File: config.mk
export PLATFORM = sky130hd
export DESIGN_NAME = aabbxf_cfg_regs
export DESIGN_NICKNAME = d
export VERILOG_FILES = /design/src/sv/aabbxf_pkg.sv /design/src/sv/aabbxf_cfg_regs.sv
export SDC_FILE = /design/constraint.sdc
export NUM_CORES = 1
export LEC_CHECK = 0
export BUFFER_PORTS_ARGS = -buffer_cell sky130_fd_sc_hd__buf_2
export CORE_ASPECT_RATIO = 1.1
export CORE_MARGIN = 3
export CORE_UTILIZATION = 35
export CTS_CLUSTER_DIAMETER = 80
export CTS_CLUSTER_SIZE = 24
export DETAILED_ROUTE_END_ITERATION = 16
export HOLD_SLACK_MARGIN = 0.02
export PLACE_DENSITY = 0.61
export SYNTH_ARGS = -nofsm -noshare
export SYNTH_HDL_FRONTEND = slang
export SYNTH_SLANG_ARGS = --single-unit
File: constraint.sdc
create_clock -name clk -period 3.2 [get_ports clk]
set_input_delay 0.64 -clock clk [delete_from_list [all_inputs] [get_ports clk]]
set_output_delay 0.64 -clock clk [all_outputs]
set_load 0.005 [all_outputs]
File: src/sv/aabbxf_pkg.sv
// ----------------------------------------------------------------------------
// aabbxf_pkg
// Shared types and constants of the box affine transform unit.
// ----------------------------------------------------------------------------
package aabbxf_pkg;

  // coordinate and field widths
  localparam int COORD_WIDTH = 32;
  localparam int FIELD_W     = 32;
  localparam int COEF_W      = 32;
  localparam int FRAC_BITS   = 16;
  localparam int REG_W       = 64;
  localparam int NUM_AXES    = 3;
  localparam int CFG_IDX_W   = 3;

  // exact product, sum of three products plus translation, shifted sum
  localparam int PROD_W  = COORD_WIDTH + COEF_W;
  localparam int SUM_W   = PROD_W + 2;
  localparam int SHIFT_W = SUM_W - FRAC_BITS;

  localparam int PIPE_DEPTH = 4;

  // clamp bounds of a COORD_WIDTH-bit signed value at the shifted width
  localparam logic signed [SHIFT_W-1:0] CLAMP_TOP =
    {{(SHIFT_W - COORD_WIDTH + 1){1'b0}}, {(COORD_WIDTH - 1){1'b1}}};
  localparam logic signed [SHIFT_W-1:0] CLAMP_BOT = ~CLAMP_TOP;

  // register map
  typedef enum logic [CFG_IDX_W-1:0] {
    REG_X_ROW_LOW  = 3'd0,
    REG_X_ROW_HIGH = 3'd1,
    REG_Y_ROW_LOW  = 3'd2,
    REG_Y_ROW_HIGH = 3'd3,
    REG_Z_ROW_LOW  = 3'd4,
    REG_Z_ROW_HIGH = 3'd5
  } cfg_reg_t;

  localparam logic [REG_W-1:0] RST_X_ROW_LOW  = 64'h0000_0000_0001_0000;
  localparam logic [REG_W-1:0] RST_X_ROW_HIGH = 64'h0000_0000_0000_0000;
  localparam logic [REG_W-1:0] RST_Y_ROW_LOW  = 64'h0001_0000_0000_0000;
  localparam logic [REG_W-1:0] RST_Y_ROW_HIGH = 64'h0000_0000_0000_0000;
  localparam logic [REG_W-1:0] RST_Z_ROW_LOW  = 64'h0000_0000_0000_0000;
  localparam logic [REG_W-1:0] RST_Z_ROW_HIGH = 64'h0000_0000_0001_0000;

  // one matrix row: low = {coef y, coef x}, high = {translation, coef z}
  typedef struct packed {
    logic [REG_W-1:0] low;
    logic [REG_W-1:0] high;
  } row_coef_t;

  typedef struct packed {
    logic signed [FIELD_W-1:0] box_min_x;
    logic signed [FIELD_W-1:0] box_min_y;
    logic signed [FIELD_W-1:0] box_min_z;
    logic signed [FIELD_W-1:0] box_max_x;
    logic signed [FIELD_W-1:0] box_max_y;
    logic signed [FIELD_W-1:0] box_max_z;
  } box_t;

  typedef struct packed {
    logic signed [FIELD_W-1:0] out_min_x;
    logic signed [FIELD_W-1:0] out_min_y;
    logic signed [FIELD_W-1:0] out_min_z;
    logic signed [FIELD_W-1:0] out_max_x;
    logic signed [FIELD_W-1:0] out_max_y;
    logic signed [FIELD_W-1:0] out_max_z;
    logic                      saturated;
  } result_t;

endpackage

File: src/sv/aabbxf_cfg_regs.sv
// ----------------------------------------------------------------------------
// aabbxf_cfg_regs
// Holds the 3x4 matrix as six 64-bit registers, written by index.
// ----------------------------------------------------------------------------
module aabbxf_cfg_regs (
  input  logic                                        clk,
  input  logic                                        rst_n,
  input  logic                                        wr_en,
  input  logic [aabbxf_pkg::CFG_IDX_W-1:0]            wr_index,
  input  logic [aabbxf_pkg::REG_W-1:0]                wr_data,
  output aabbxf_pkg::row_coef_t [aabbxf_pkg::NUM_AXES-1:0] coef
);

  aabbxf_pkg::row_coef_t [aabbxf_pkg::NUM_AXES-1:0] coef_r;
  aabbxf_pkg::row_coef_t [aabbxf_pkg::NUM_AXES-1:0] coef_nxt;

  always_comb begin
    coef_nxt = coef_r;
    if (wr_en) begin
      unique case (wr_index)
        aabbxf_pkg::REG_X_ROW_LOW:  coef_nxt[0].low  = wr_data;
        aabbxf_pkg::REG_X_ROW_HIGH: coef_nxt[0].high = wr_data;
        aabbxf_pkg::REG_Y_ROW_LOW:  coef_nxt[1].low  = wr_data;
        aabbxf_pkg::REG_Y_ROW_HIGH: coef_nxt[1].high = wr_data;
        aabbxf_pkg::REG_Z_ROW_LOW:  coef_nxt[2].low  = wr_data;
        aabbxf_pkg::REG_Z_ROW_HIGH: coef_nxt[2].high = wr_data;
        default:                    coef_nxt = coef_r;
      endcase
    end
  end

  always_ff @(posedge clk) begin
    if (!rst_n) begin
      coef_r[0].low  <= aabbxf_pkg::RST_X_ROW_LOW;
      coef_r[0].high <= aabbxf_pkg::RST_X_ROW_HIGH;
      coef_r[1].low  <= aabbxf_pkg::RST_Y_ROW_LOW;
      coef_r[1].high <= aabbxf_pkg::RST_Y_ROW_HIGH;
      coef_r[2].low  <= aabbxf_pkg::RST_Z_ROW_LOW;
      coef_r[2].high <= aabbxf_pkg::RST_Z_ROW_HIGH;
    end else begin
      coef_r <= coef_nxt;
    end
  end

  assign coef = coef_r;

endmodule

==> out/metrics.cfg <==
[outcome]
status=complete, no violations

[place]
gp_congestion=0.795
hpwlAfterDp_um=27600
io_buffers=453
place_area_um2=16600

[floorplan]
die_h_um=216
ioPinCount=454
core-area_um2=39400
rows=76
dieArea_um2=42600
dieWidth_um=197
start_util_pct=35.7

[sta]
hold_viol=0
max_slew_margin_pct=33.2
setup-violations-final=0
holdWs_ns=0.401
finalCritPeriodShare_pct=60.4
fin_tns_setup_ns=0
worst_pin_slew_ns=0.997
rsz0062_at_grt=false
report.final.slew_viol_count=0
period_minus_slack_ns=1.93
finClkSkew_ns=0
fmax_ghz=0.518

[logic_synthesis]
syn_inst=1316
ys_ff_latch=384
synth_cell_types=12
ys_warn_count=0
syn_area_um2=14100
yosys-top-cells-area=dfxtp_1 55%, mux2i_1 27%, nand2_1 12%
synth_top_cell_by_area=dfxtp_1
synth_top_area_share_pct=54.7
syn_avg_cell_area_um2=10.7
ys_seq_area_share_pct=54.7
syn-num-nets=1386

[critical_path]
crit_required_ns=3.59
cp_slowest_cell=nand4b_1
cp_top_family=simple AND/OR/NAND/NOR gates
path_max_fanout=24
path_class=in -> reg
r2r-start=coef[263]$_SDFFE_PN0P_
critPathLaunchType=primary input
worstSetupEndpointType=register
crit_arrival_ns=2.32
critPathMaxStageDelay_ns=0.86
cp_cell_sequence=buf_2 > nand4b_1 > buf_12 > mux2i_1
ff2ff_setup_slack_ns=2.55
crit_path_start=wr_index[1]
worstPathBufferInverterCount=2

[route]
wirelength_um=40700
vias=10600
viasPerCell=4.72
detail_route.wl_per_cell_um=18.1
drt_iter0_drc=334
ant_nets=0
drc=0
drt_first_pass_iters=5

[worst_hold_path]
hold_start=wr_data[16]
hold_class=in -> reg

[finish]
final_area_um2=17300
fill_cells=3813
post-route-util_pct=44.0
drive_above_1_share_pct=29.6
final_nets=1798
diodes=0
layout_common_cells=452 x buf_2, 445 x nand2_1, 384 x mux2i_1, 384 x dfxtp_1, 23 x clkbuf_16
largest_reg_flops=384
final_common_cell=buf_2
syn2layout_area_growth_pct=23.2

[clocking]
ctsResizeCount=0
htreeDepth=1
clk_latency_ns=0.53
clk_pin_slew_ns=0.09
ctsHoldBuffers=0
numCtsBuffers=23
cts.sinks=384
cts_tree=done
cts_buffer_depth=3
cts-root-buf=clkbuf_16
cts.repair_timing.setup_buffer_count=0

[grt]
grt_overflow=0
grt_pass1_wl_um=62400
grtUsageTotal_pct=18.3
antenna_found_initial=1
grt_start_max_net_pins=76
grt_pass1_vias=10500

[job]
maxCapViolCount=0

[pwr]
total_power_w=0.00874
ir_drop_mv=0.441
power.density_nw_per_um2=505
p_leak_nw=9.65

-- per-stage QoR --
stage,cells,setup slack (ns)
finish,2244,1.27
global route,2244,1.14
CTS,2244,1.20
detailed placement,2210,0.656
global placement,2210,0.657
floorplan,1316,1.70
-- layout make-up --
class                      instances  area [um2]  area share [%]
clock inverter                     8         134           0.773
timing repair buffer             479        2600            15.0
clock buffer                      26         597            3.45
multi-input combinational        840        5670            32.7
sequential                       384        7690            44.4
tap                              507         634            3.66
-- metal layers --
layer | share of wire, % | track usage [%] | wire length, um
met1 | 44 | 23.8 | 18000
met5 | 0.032 | 0 | 13
met2 | 46 | 30.1 | 18600
met3 | 7.4 | 4.66 | 3020
met4 | 2.7 | 5.11 | 1080
-- cell usage after synthesis --
master     instances
nand2_1          445
dfxtp_1          384
mux2i_1          384
buf_2             41
buf_6             30
clkbuf_1           9
buf_12             7
buf_4              5
nor2b_1            5
nand4bb_1          3
nand4b_1           2
nor4b_4            1
-- logic make-up (layout without fill, tap and decap cells) --
group                  Yosys count  after routing  share of synthesized area, %
and+or+nand+nor                456            456                          12.6
muxes                          384            384                          27.3
DFF                            384            384                          54.7
buffers and inverters           92            513                          5.37
-- final timing paths --
check | end | cells after the start
min reg2reg | coef[116]$_SDFFE_PN0P_ | 2
max reg2reg | coef[263]$_SDFFE_PN0P_ | 2
min | coef[80]$_SDFFE_PN1P_ | 3
max | coef[303]$_SDFFE_PN0P_ | 4
-- worst reg2reg max path: cells and delay by family (launching register included) --
kind	cells	cell delay [ns]
muxes	1	0.17
and+or+nand+nor	1	0.06
DFF	1	0.35
-- power by group --
part,leakage [nW],total (W),switching (W),internal [W]
Combinational,6.19,0.000619,0.000378,0.000241
Clock,0.351,0.00319,0.00171,0.00148
Sequential,3.11,0.00493,0.0000532,0.00488
Total,9.65,0.00874,0.00214,0.00660
(Power assumes the default switching activity.)
